`config.mk`:
```
export PLATFORM = sky130hd
export DESIGN_NAME = log_bucket_timeout_queue
export DESIGN_NICKNAME = d
export VERILOG_FILES = /design/src/rtl/core/lbtq_pkg.sv /design/src/rtl/core/log_bucket_timeout_queue.sv /design/src/rtl/core/lbtq_ctrl.sv /design/src/rtl/core/lbtq_dp.sv
export VERILOG_INCLUDE_DIRS = /design/src /design/src/rtl/core
export SDC_FILE = /design/constraint.sdc
export NUM_CORES = 2
export LEC_CHECK = 0
export ABC_AREA = 1
export BUFFER_PORTS_ARGS = -buffer_cell sky130_fd_sc_hd__buf_2
export CAP_MARGIN = 25
export CORE_MARGIN = 2
export CORE_UTILIZATION = 53
export DETAILED_ROUTE_END_ITERATION = 12
export HOLD_SLACK_MARGIN = 0.08
export PLACE_DENSITY = 0.69
export REMOVE_ABC_BUFFERS = 1
export SETUP_SLACK_MARGIN = 0.2
export SLEW_MARGIN = 20
export SYNTH_ARGS = -nofsm -noshare
export SYNTH_HDL_FRONTEND = slang
export SYNTH_SLANG_ARGS = --single-unit
```
`constraint.sdc`:
```
create_clock -name clock -period 23 [get_ports clock]
set_input_delay 4.6 -clock clock [delete_from_list [all_inputs] [get_ports clock]]
set_output_delay 4.6 -clock clock [all_outputs]
set_load 0.005 [all_outputs]
```
`src/rtl/core/log_bucket_timeout_queue_defines.svh`:
```
// Assertion macros shared by the timeout queue RTL.
// No dependencies; included by modules that carry concurrent checks.
`ifndef LOG_BUCKET_TIMEOUT_QUEUE_DEFINES_SVH
`define LOG_BUCKET_TIMEOUT_QUEUE_DEFINES_SVH

// Same-cycle implication, disabled during reset.
`define LBTQ_ASSERT_NOW(label, clk, rst, ante, cons, msg) \
   label: assert property (@(posedge clk) disable iff (rst) (ante) |-> (cons)) \
      else $error(msg);

// Next-cycle implication, disabled during reset.
`define LBTQ_ASSERT_NEXT(label, clk, rst, ante, cons, msg) \
   label: assert property (@(posedge clk) disable iff (rst) (ante) |=> (cons)) \
      else $error(msg);

`endif

```
`src/rtl/core/lbtq_pkg.sv`:
```
// Shared types, codes and helpers for the timeout queue.
// No dependencies; used by lbtq_ctrl, lbtq_dp and the top level.
`default_nettype none
package lbtq_pkg;

   localparam logic [1:0] ACT_ADD     = 2'd0;
   localparam logic [1:0] ACT_CANCEL  = 2'd1;
   localparam logic [1:0] ACT_RESTART = 2'd2;
   localparam logic [1:0] ACT_PROCESS = 2'd3;

   localparam logic [2:0] KIND_ADDED   = 3'd0;
   localparam logic [2:0] KIND_FULL    = 3'd1;
   localparam logic [2:0] KIND_DONE    = 3'd2;
   localparam logic [2:0] KIND_BAD     = 3'd3;
   localparam logic [2:0] KIND_EXPIRED = 3'd4;
   localparam logic [2:0] KIND_WAIT    = 3'd5;

   localparam int TIME_W = 48;

   typedef struct packed {
      logic       capture;
      logic       add_commit;
      logic       cancel_commit;
      logic       restart_commit;
      logic       idx_inc;
      logic       bkt_inc;
      logic       bucket_start;
      logic       eval;
      logic       expire;
      logic       bucket_done;
      logic       emit;
      logic [2:0] emit_kind;
      logic       emit_last;
   } cmd_type;

   typedef struct packed {
      logic [1:0] action;
      logic [1:0] held_action;
      logic       idx_last;
      logic       bkt_last;
      logic       idx_free;
      logic       handle_bad;
      logic       ent_match;
      logic       ent_expired;
      logic       due_active;
      logic       rsp_free;
   } status_type;

   // Position of the highest set bit; 0 for inputs 0 and 1.
   function automatic logic [5:0] log2_floor(input logic [TIME_W-1:0] t);
      logic [5:0] n;
      n = 6'd0;
      for (int i = 1; i < TIME_W; i++) begin
         if (t[i]) n = 6'(i);
      end
      return n;
   endfunction

endpackage
`default_nettype wire

```
`src/rtl/core/log_bucket_timeout_queue.sv`:
```
// Top level of the logarithmic bucket timeout queue.
// Depends on lbtq_pkg, lbtq_ctrl and lbtq_dp.
//
//   channel | handshake            | payload
//   req     | req_valid/req_ready  | action, handle, delay, now
//   rsp     | rsp_valid/rsp_ready  | kind, handle_res, wait_ticks, none_pending,
//           |                      | entry_count, last
//
// Add checks valid bits one at a time for the lowest free entry. Process scans
// every entry for each bucket through the single registered read port of the
// entry memories.
// A result beat that is not taken stalls the scan at the next entry to expire.
// Reset clears valid bits, bucket due marks and the live count.
`default_nettype none
module log_bucket_timeout_queue #(
   parameter int ENTRIES = 32,
   parameter int BUCKETS = 32
) (
   input  wire         clock,
   input  wire         reset,
   input  wire         req_valid,
   output logic        req_ready,
   input  wire  [1:0]  req_action,
   input  wire  [4:0]  req_handle,
   input  wire  [31:0] req_delay,
   input  wire  [46:0] req_now,
   output logic        rsp_valid,
   input  wire         rsp_ready,
   output logic [2:0]  rsp_kind,
   output logic [4:0]  rsp_handle_res,
   output logic [31:0] rsp_wait_ticks,
   output logic        rsp_none_pending,
   output logic [5:0]  rsp_entry_count,
   output logic        rsp_last
);

   lbtq_pkg::cmd_type    cmd;
   lbtq_pkg::status_type st;

   lbtq_ctrl u_ctrl (
      .clock     (clock),
      .reset     (reset),
      .req_valid (req_valid),
      .req_ready (req_ready),
      .st        (st),
      .cmd       (cmd)
   );

   lbtq_dp #(
      .ENTRIES (ENTRIES),
      .BUCKETS (BUCKETS)
   ) u_dp (
      .clock            (clock),
      .reset            (reset),
      .cmd              (cmd),
      .st               (st),
      .req_action       (req_action),
      .req_handle       (req_handle),
      .req_delay        (req_delay),
      .req_now          (req_now),
      .rsp_valid        (rsp_valid),
      .rsp_ready        (rsp_ready),
      .rsp_kind         (rsp_kind),
      .rsp_handle_res   (rsp_handle_res),
      .rsp_wait_ticks   (rsp_wait_ticks),
      .rsp_none_pending (rsp_none_pending),
      .rsp_entry_count  (rsp_entry_count),
      .rsp_last         (rsp_last)
   );

endmodule
`default_nettype wire

```
`src/rtl/core/lbtq_ctrl.sv`:
```
// Sequencer for the timeout queue: walks requests, bucket and entry scans.
// Depends on lbtq_pkg; drives lbtq_dp through cmd_type, reads status_type.
`default_nettype none
module lbtq_ctrl (
   input  wire                  clock,
   input  wire                  reset,
   input  wire                  req_valid,
   output logic                 req_ready,
   input  lbtq_pkg::status_type st,
   output lbtq_pkg::cmd_type    cmd
);

   typedef enum logic [2:0] {
      S_IDLE, S_ADD, S_EDIT, S_PBKT, S_PRD, S_PEVAL, S_PDONE, S_PFIN
   } state_type;

   state_type state_ff, state_in;

   always_comb begin
      state_in  = state_ff;
      cmd       = '0;
      req_ready = (state_ff == S_IDLE);
      unique case (state_ff)
         S_IDLE: begin
            if (req_valid) begin
               cmd.capture = 1'b1;
               unique case (st.action)
                  lbtq_pkg::ACT_ADD:     state_in = S_ADD;
                  lbtq_pkg::ACT_PROCESS: state_in = S_PBKT;
                  default:               state_in = S_EDIT;
               endcase
            end
         end
         S_ADD: begin
            if (st.idx_free) begin
               if (st.rsp_free) begin
                  cmd.add_commit = 1'b1;
                  cmd.emit       = 1'b1;
                  cmd.emit_kind  = lbtq_pkg::KIND_ADDED;
                  cmd.emit_last  = 1'b1;
                  state_in       = S_IDLE;
               end
            end else if (st.idx_last) begin
               if (st.rsp_free) begin
                  cmd.emit      = 1'b1;
                  cmd.emit_kind = lbtq_pkg::KIND_FULL;
                  cmd.emit_last = 1'b1;
                  state_in      = S_IDLE;
               end
            end else begin
               cmd.idx_inc = 1'b1;
            end
         end
         S_EDIT: begin
            if (st.rsp_free) begin
               cmd.emit      = 1'b1;
               cmd.emit_last = 1'b1;
               state_in      = S_IDLE;
               if (st.handle_bad) begin
                  cmd.emit_kind = lbtq_pkg::KIND_BAD;
               end else begin
                  cmd.emit_kind      = lbtq_pkg::KIND_DONE;
                  cmd.cancel_commit  = (st.held_action == lbtq_pkg::ACT_CANCEL);
                  cmd.restart_commit = (st.held_action != lbtq_pkg::ACT_CANCEL);
               end
            end
         end
         S_PBKT: begin
            cmd.bucket_start = 1'b1;
            state_in         = S_PRD;
         end
         S_PRD: begin
            state_in = S_PEVAL;
         end
         S_PEVAL: begin
            if (st.ent_match && st.due_active && st.ent_expired) begin
               // hold the entry until the expiry beat has room
               if (st.rsp_free) begin
                  cmd.expire    = 1'b1;
                  cmd.emit      = 1'b1;
                  cmd.emit_kind = lbtq_pkg::KIND_EXPIRED;
                  state_in      = st.idx_last ? S_PDONE : S_PRD;
                  cmd.idx_inc   = !st.idx_last;
               end
            end else begin
               cmd.eval    = 1'b1;
               state_in    = st.idx_last ? S_PDONE : S_PRD;
               cmd.idx_inc = !st.idx_last;
            end
         end
         S_PDONE: begin
            cmd.bucket_done = 1'b1;
            cmd.bkt_inc     = !st.bkt_last;
            state_in        = st.bkt_last ? S_PFIN : S_PBKT;
         end
         S_PFIN: begin
            if (st.rsp_free) begin
               cmd.emit      = 1'b1;
               cmd.emit_kind = lbtq_pkg::KIND_WAIT;
               cmd.emit_last = 1'b1;
               state_in      = S_IDLE;
            end
         end
         default: state_in = S_IDLE;
      endcase
   end

   always_ff @(posedge clock) begin
      if (reset) begin
         state_ff <= S_IDLE;
      end else begin
         state_ff <= state_in;
      end
   end

endmodule
`default_nettype wire

```
`src/rtl/core/lbtq_dp.sv`:
```
// Datapath of the timeout queue: entry memories, valid bits, bucket due
// times, scan counters and the result register. Depends on lbtq_pkg.
`default_nettype none
`include "log_bucket_timeout_queue_defines.svh"
module lbtq_dp #(
   parameter int ENTRIES = 32,
   parameter int BUCKETS = 32
) (
   input  wire                   clock,
   input  wire                   reset,
   input  lbtq_pkg::cmd_type     cmd,
   output lbtq_pkg::status_type  st,
   input  wire  [1:0]            req_action,
   input  wire  [4:0]            req_handle,
   input  wire  [31:0]           req_delay,
   input  wire  [46:0]           req_now,
   output logic                  rsp_valid,
   input  wire                   rsp_ready,
   output logic [2:0]            rsp_kind,
   output logic [4:0]            rsp_handle_res,
   output logic [31:0]           rsp_wait_ticks,
   output logic                  rsp_none_pending,
   output logic [5:0]            rsp_entry_count,
   output logic                  rsp_last
);

   localparam int IW = (ENTRIES > 1) ? $clog2(ENTRIES) : 1;
   localparam int BW = $clog2(BUCKETS);
   localparam int TW = lbtq_pkg::TIME_W;

   logic [1:0]    action_ff;
   logic [4:0]    handle_ff;
   logic [31:0]   delay_ff;
   logic [46:0]   now_ff;
   logic [IW-1:0] idx_ff, idx_in;
   logic [BW-1:0] bkt_ff, bkt_in;
   logic [ENTRIES-1:0] valid_ff, valid_in;
   logic [5:0]    live_ff, live_in;
   logic [BUCKETS-1:0] due_vld_ff;
   logic [TW-1:0] due_ff [BUCKETS];
   logic          due_active_ff;
   logic [TW-1:0] best_ff, best_in;
   logic          best_none_ff, best_none_in;
   logic [1:0]    cnt_ff, cnt_in;
   logic [TW-1:0] only_ff, only_in;

   logic [TW-1:0] dl_mem [ENTRIES];
   logic [BW-1:0] bk_mem [ENTRIES];
   logic [TW-1:0] dl_rd_ff;
   logic [BW-1:0] bk_rd_ff;

   logic          rsp_valid_ff;
   logic [2:0]    rsp_kind_ff;
   logic [4:0]    rsp_handle_ff;
   logic [31:0]   rsp_wait_ff;
   logic          rsp_none_ff;
   logic [5:0]    rsp_count_ff;
   logic          rsp_last_ff;

   logic [5:0]    h6;
   logic [IW-1:0] hidx;
   logic [5:0]    idx6;
   logic [TW-1:0] now48;
   logic [TW-1:0] cur_due, new_due, due_eff, s_val, mask_val;
   logic [TW-1:0] remain;
   logic [BW-1:0] nb_sat, nb_delay, nb_eff;
   logic [5:0]    lg_rem, lg_delay;
   logic          match, expired;
   logic [48:0]   wait_lim;
   logic [31:0]   wait_val;
   logic          mem_we;
   logic [IW-1:0] mem_addr;
   logic [BW-1:0] bk_wdata;
   logic          dl_we;

   assign h6    = 6'(handle_ff);
   assign hidx  = h6[IW-1:0];
   assign idx6  = 6'(idx_ff);
   assign now48 = {1'b0, now_ff};

   assign cur_due  = due_vld_ff[bkt_ff] ? due_ff[bkt_ff] : '0;
   assign s_val    = (TW'(1) << bkt_ff) >> 1;
   assign mask_val = ~TW'(0) << bkt_ff;
   assign new_due  = ((now48 + s_val) & mask_val) + s_val;
   assign due_eff  = due_active_ff ? new_due : cur_due;

   assign match   = valid_ff[idx_ff] && (bk_rd_ff == bkt_ff);
   assign expired = (dl_rd_ff <= now48);
   assign remain  = dl_rd_ff - now48;
   assign lg_rem  = lbtq_pkg::log2_floor(remain);
   assign lg_delay = lbtq_pkg::log2_floor(TW'(delay_ff));
   assign nb_sat   = (lg_rem > 6'(BUCKETS - 1)) ? BW'(BUCKETS - 1) : lg_rem[BW-1:0];
   assign nb_delay = (lg_delay > 6'(BUCKETS - 1)) ? BW'(BUCKETS - 1) : lg_delay[BW-1:0];
   assign nb_eff   = due_active_ff ? nb_sat : bk_rd_ff;

   assign wait_lim = 49'(now_ff) + 49'(32'hFFFF_FFFF);
   always_comb begin
      if (best_none_ff || ({1'b0, best_ff} >= wait_lim)) begin
         wait_val = 32'hFFFF_FFFF;
      end else if (best_ff <= now48) begin
         wait_val = 32'd0;
      end else begin
         wait_val = 32'(best_ff - now48);
      end
   end

   // status toward the sequencer
   always_comb begin
      st.action      = req_action;
      st.held_action = action_ff;
      st.idx_last    = (idx_ff == IW'(ENTRIES - 1));
      st.bkt_last    = (bkt_ff == BW'(BUCKETS - 1));
      st.idx_free    = !valid_ff[idx_ff];
      st.handle_bad  = (h6 >= 6'(ENTRIES)) || !valid_ff[hidx];
      st.ent_match   = match;
      st.ent_expired = expired;
      st.due_active  = due_active_ff;
      st.rsp_free    = !rsp_valid_ff || rsp_ready;
   end

   // memory write port
   always_comb begin
      mem_we   = cmd.add_commit || cmd.restart_commit ||
                 (cmd.eval && match && due_active_ff);
      dl_we    = cmd.add_commit || cmd.restart_commit;
      mem_addr = cmd.restart_commit ? hidx : idx_ff;
      bk_wdata = cmd.eval ? nb_sat : nb_delay;
   end

   always_comb begin
      idx_in       = idx_ff;
      bkt_in       = bkt_ff;
      valid_in     = valid_ff;
      live_in      = live_ff;
      best_in      = best_ff;
      best_none_in = best_none_ff;
      cnt_in       = cnt_ff;
      only_in      = only_ff;
      if (cmd.capture) begin
         idx_in       = '0;
         bkt_in       = '0;
         best_none_in = 1'b1;
      end
      if (cmd.bucket_start) begin
         idx_in = '0;
         cnt_in = 2'd0;
      end
      if (cmd.idx_inc) idx_in = idx_ff + IW'(1);
      if (cmd.bkt_inc) bkt_in = bkt_ff + BW'(1);
      if (cmd.add_commit) begin
         valid_in[idx_ff] = 1'b1;
         live_in          = live_ff + 6'd1;
      end
      if (cmd.cancel_commit) begin
         valid_in[hidx] = 1'b0;
         live_in        = live_ff - 6'd1;
      end
      if (cmd.expire) begin
         valid_in[idx_ff] = 1'b0;
         live_in          = live_ff - 6'd1;
      end
      if (cmd.eval && match) begin
         if (due_active_ff && (best_none_ff || (dl_rd_ff < best_ff))) begin
            best_in      = dl_rd_ff;
            best_none_in = 1'b0;
         end
         if (nb_eff == bkt_ff) begin
            cnt_in  = (cnt_ff == 2'd2) ? 2'd2 : cnt_ff + 2'd1;
            only_in = dl_rd_ff;
         end
      end
      if (cmd.bucket_done && (best_none_ff || (due_eff < best_ff))) begin
         if (cnt_ff == 2'd2) begin
            best_in      = due_eff;
            best_none_in = 1'b0;
         end else if (cnt_ff == 2'd1 && (best_none_ff || (only_ff < best_ff))) begin
            best_in      = only_ff;
            best_none_in = 1'b0;
         end
      end
   end

   always_ff @(posedge clock) begin
      if (cmd.capture) begin
         action_ff <= req_action;
         handle_ff <= req_handle;
         delay_ff  <= req_delay;
         now_ff    <= req_now;
      end
      if (mem_we) bk_mem[mem_addr] <= bk_wdata;
      if (dl_we)  dl_mem[mem_addr] <= now48 + TW'(delay_ff);
      dl_rd_ff <= dl_mem[idx_ff];
      bk_rd_ff <= bk_mem[idx_ff];
      if (cmd.bucket_start) due_active_ff <= (cur_due <= now48);
      if (cmd.bucket_done && due_active_ff) due_ff[bkt_ff] <= new_due;
      idx_ff       <= idx_in;
      bkt_ff       <= bkt_in;
      best_ff      <= best_in;
      best_none_ff <= best_none_in;
      cnt_ff       <= cnt_in;
      only_ff      <= only_in;
      if (cmd.emit) begin
         rsp_kind_ff   <= cmd.emit_kind;
         rsp_handle_ff <= (cmd.emit_kind == lbtq_pkg::KIND_ADDED ||
                           cmd.emit_kind == lbtq_pkg::KIND_EXPIRED) ? idx6[4:0] : 5'd0;
         rsp_wait_ff   <= (cmd.emit_kind == lbtq_pkg::KIND_WAIT) ? wait_val : 32'd0;
         rsp_none_ff   <= (live_in == 6'd0);
         rsp_count_ff  <= live_in;
         rsp_last_ff   <= cmd.emit_last;
      end
      if (reset) begin
         valid_ff     <= '0;
         live_ff      <= 6'd0;
         due_vld_ff   <= '0;
         rsp_valid_ff <= 1'b0;
      end else begin
         valid_ff <= valid_in;
         live_ff  <= live_in;
         if (cmd.bucket_done && due_active_ff) due_vld_ff[bkt_ff] <= 1'b1;
         if (cmd.emit) begin
            rsp_valid_ff <= 1'b1;
         end else if (rsp_ready) begin
            rsp_valid_ff <= 1'b0;
         end
      end
   end

   assign rsp_valid        = rsp_valid_ff;
   assign rsp_kind         = rsp_kind_ff;
   assign rsp_handle_res   = rsp_handle_ff;
   assign rsp_wait_ticks   = rsp_wait_ff;
   assign rsp_none_pending = rsp_none_ff;
   assign rsp_entry_count  = rsp_count_ff;
   assign rsp_last         = rsp_last_ff;

   `LBTQ_ASSERT_NOW(a_live_matches_valid, clock, reset, 1'b1,
      32'(live_ff) == 32'($countones(valid_ff)), "live count differs from valid bits")
   `LBTQ_ASSERT_NOW(a_emit_has_room, clock, reset, cmd.emit,
      !rsp_valid_ff || rsp_ready, "result beat overwritten before taken")
   `LBTQ_ASSERT_NEXT(a_add_sets_valid, clock, reset, cmd.add_commit,
      valid_ff[$past(idx_ff)], "added entry not marked live")

endmodule
`default_nettype wire
```
==> run_results.csv <==
group,metric,value,unit
outcome,status,"completed",
cells_and_area,multiInputGateArea,46500,sq um
min_path,min_from,"u_dp.due_vld_ff[13]",
critical_path,critPathKind,"flop to flop",
sta,finalSetupViolations,0,
synth,syn_avg_cell_area,12.2,sq um
global_routing,grt_pass1_vias,103000,
sta,tightest_slew,1110,ps
cells_and_area,nNetsFinal,13500,
clock_tree,clockRootBuffer,"clkbuf_16",
clock_tree,clk_pin_slew,60,ps
critical_path,r2r_cells,59,
power,leakage,62.1,nW
global_routing,overflow,0,
critical_path,r2r_start,"u_dp.bkt_ff[1]",
clock_tree,cts_tree,"yes",
critical_path,crit_slowest_cell,"nand2_1",
clock_tree,cts_max_level,5,
placed_design,hpwl,282,mm
job,cap_violations,0,
sta,grt_setup_unrepaired,"no",
drt,drt-total-wl,481,mm
floorplanning,fp.dieW,550,microns
synth,ys_ff_latch,3608,
synth,ys_seq_area_frac,0.673,
synth,ys_async_sr_fraction,0,
synth,yosys.area.top_type,"edfxtp_1",
placed_design,gp_congestion,0.956,
floorplanning,die-area,303000,sq um
synth,synth-main-ff-cell,"edfxtp_1",
sta,fmax,0.0869,GHz
critical_path,required,23800,ps
clock_tree,cts_setup_buffers,0,
global_routing,grt_start_max_net_pins,210,
critical_path,crit_path_start_kind,"flop",
min_path,min_path_cells,2,
placed_design,io_buffers,139,
placed_design,placed_cell_area,164000,sq um
sta,slew_viol_final,0,
drt,wire_per_inst,27.9,microns
cells_and_area,synthToLayoutAreaGrowth,11.6,%
critical_path,slowest_delay,800,ps
clock_tree,cts_resized,0,
synth,yosys-top-cells-count,"edfxtp_1, o21ai_0, nor2_1, inv_1, nand2_1",
clock_tree,cts_made_buffers,370,
synth,yosysUniqueCellTypes,79,
synth,yosysWarnings,0,
critical_path,arrival,12310,ps
synth,yosys-top-cells-area,"edfxtp_1, o21ai_0, ha_1",
floorplanning,num_io_pins,140,
synth,synth_top_area_frac,0.650,
floorplanning,rows,200,
cells_and_area,seqCellArea,107000,sq um
sta,fin_tns_setup,0,ps
cells_and_area,num-fill-cells,22800,
sta,whs,466,ps
clock_tree,worstSkewPairLatency,960,ps
clock_tree,holdBufCountCts,0,
min_path,min_path_type,"flop to flop",
drt,dr.first_iter.drc_count,14000,
clock_tree,clockBufferDepth,4,
critical_path,reg2reg_slack,11500,ps
power,p_per_area,128,nW/um^2
synth,syn_inst,12900,
drt,ant_nets,0,
sta,clock_skew,55.2,ps
critical_path,end_kind,"flop",
drt,vias,108000,
sta,slew_headroom,0.258,
cells_and_area,fin_area,177000,sq um
global_routing,antenna_found_initial,19,
synth,netlist_area,158000,sq um
sta,post-route-min-period,11500,ps
critical_path,critPathMostFrequentCell,"nand2_1",
sta,min_period_over_period,0.500,
critical_path,worstReg2RegEnd,"u_dp.best_ff[43]",
floorplanning,core,297000,sq um
drt,first_pass_iters,6,
sta,finalHoldViolations,0,
global_routing,grt_util_all_layers,0.310,
synth,yosysMostFrequentCell,"edfxtp_1",
power,peakVddDrop,0.120,mV
critical_path,crit_path_max_fanout,33,
floorplanning,fp.dieH,550,microns
synth,synth_enable_flop_cells,3425,
min_path,hold_end,"u_dp.due_vld_ff[13]",
global_routing,grt_pass1_wl,692,mm
clock_tree,cts_sinks,3608,
drt,vias_per_cell,6.28,
drt,drc,0,
cells_and_area,drive_above_1_share,0.0953,
floorplanning,start_util,0.533,
-- cell type report --
class                      count  area share
antenna                        9    0.000127
clock buffer                 460      0.0552
clock inverter               222      0.0119
inverter                    1010      0.0218
multi-input combinational   7624       0.263
sequential                  3608       0.603
tap                         3939      0.0279
timing repair buffer         388      0.0168
-- placed cells by master, fill, tap and decap left out, types with 72 or more instances in the layout --
master / count
dfxtp_1: 178
xor2_1: 101
clkbuf_16: 372
buf_2: 140
mux2i_1: 389
a21oi_1: 811
inv_1: 954
clkinv_1: 85
a221oi_1: 104
a22o_1: 100
o22ai_1: 457
o21ai_0: 1568
nand2_1: 881
ha_1: 444
o211ai_1: 446
buf_4: 212
clkbuf_1: 76
nand3_1: 237
clkinv_2: 72
edfxtp_1: 3425
nor2_1: 1347
-- kinds of logic after synthesis --
kind of cell	synth area share
flops	0.673
xor+xnor	0.0121
buf+inv	0.0410
simple gates	0.0725
fa+ha+maj	0.0357
compound gates	0.141
mux	0.0246
-- layer usage --
| metal | wire [microns] | track usage | vias up |
|---|---|---|---|
| li1 | - | - | 47900 |
| met1 | 186000 | 0.418 | 53700 |
| met2 | 227000 | 0.503 | 5706 |
| met3 | 44300 | 0.0438 | 1125 |
| met4 | 23700 | 0.140 | 4 |
| met5 | 27 | 0 | - |
-- worst max-delay path: cells and delay by family (launching register included) --
kind / cells / cell delay [ps]
AOI/OAI and AO/OA: 18 / 3250
adders and majority gates: 4 / 1270
buffers and inverters: 6 / 2150
DFF: 1 / 630
and+or+nand+nor: 31 / 4030
-- how the worst max path moves through the flow --
stage | from | to | depth (start not counted)
after detailed placement | u_dp.bkt_ff[1] | u_dp.best_ff[45] | 57
after floorplan | u_dp.idx_ff[0] | u_dp.dl_mem[0][0] | 10
after global placement | u_dp.bkt_ff[1] | u_dp.best_ff[43] | 59
after global routing | u_dp.bkt_ff[1] | u_dp.best_ff[44] | 59
after CTS | u_dp.bkt_ff[1] | u_dp.best_ff[43] | 57
final | u_dp.bkt_ff[1] | u_dp.best_ff[43] | 59
-- report_power, final --
group / internal, W / switching [W] / total, W
Sequential: 0.00830 / 0.000362 / 0.00866
Combinational: 0.00233 / 0.00565 / 0.00799
Clock: 0.00337 / 0.00254 / 0.00591
-- through the flow --
stage / total power (W) / instances / utilization / setup WS (ps)
2_1_floorplan: 0.0149 / 12200 / - / -32060
3_3_place_gp: 0.0163 / 16500 / 0.552 / 11550
3_5_place_dp: 0.0166 / 16600 / 0.553 / 11620
4_1_cts: 0.0224 / 17200 / 0.593 / 11630
5_1_grt: 0.0236 / 17300 / 0.595 / 10420
6_report: 0.0226 / 17300 / 0.595 / 11500
-- sequential cells by signal, summed over array words and instances (netlist names), 5 cells and up, named ones only --
name,count
u_dp.handle_ff,5
u_dp.idx_ff,5
u_dp.only_ff,48
u_dp.rsp_entry_count,6
u_dp.bk_rd_ff,5
u_dp.due_ff,1536
u_dp.due_vld_ff,32
u_dp.delay_ff,32
u_dp.rsp_wait_ticks,32
u_dp.bk_mem,160
u_dp.now_ff,47
u_dp.valid_ff,32
u_dp.live_ff,6
u_dp.dl_mem,1536
u_dp.dl_rd_ff,48
u_dp.rsp_handle_res,5
u_dp.bkt_ff,5
u_dp.best_ff,48
No activity file was read; power rests on OpenSTA's default activity.
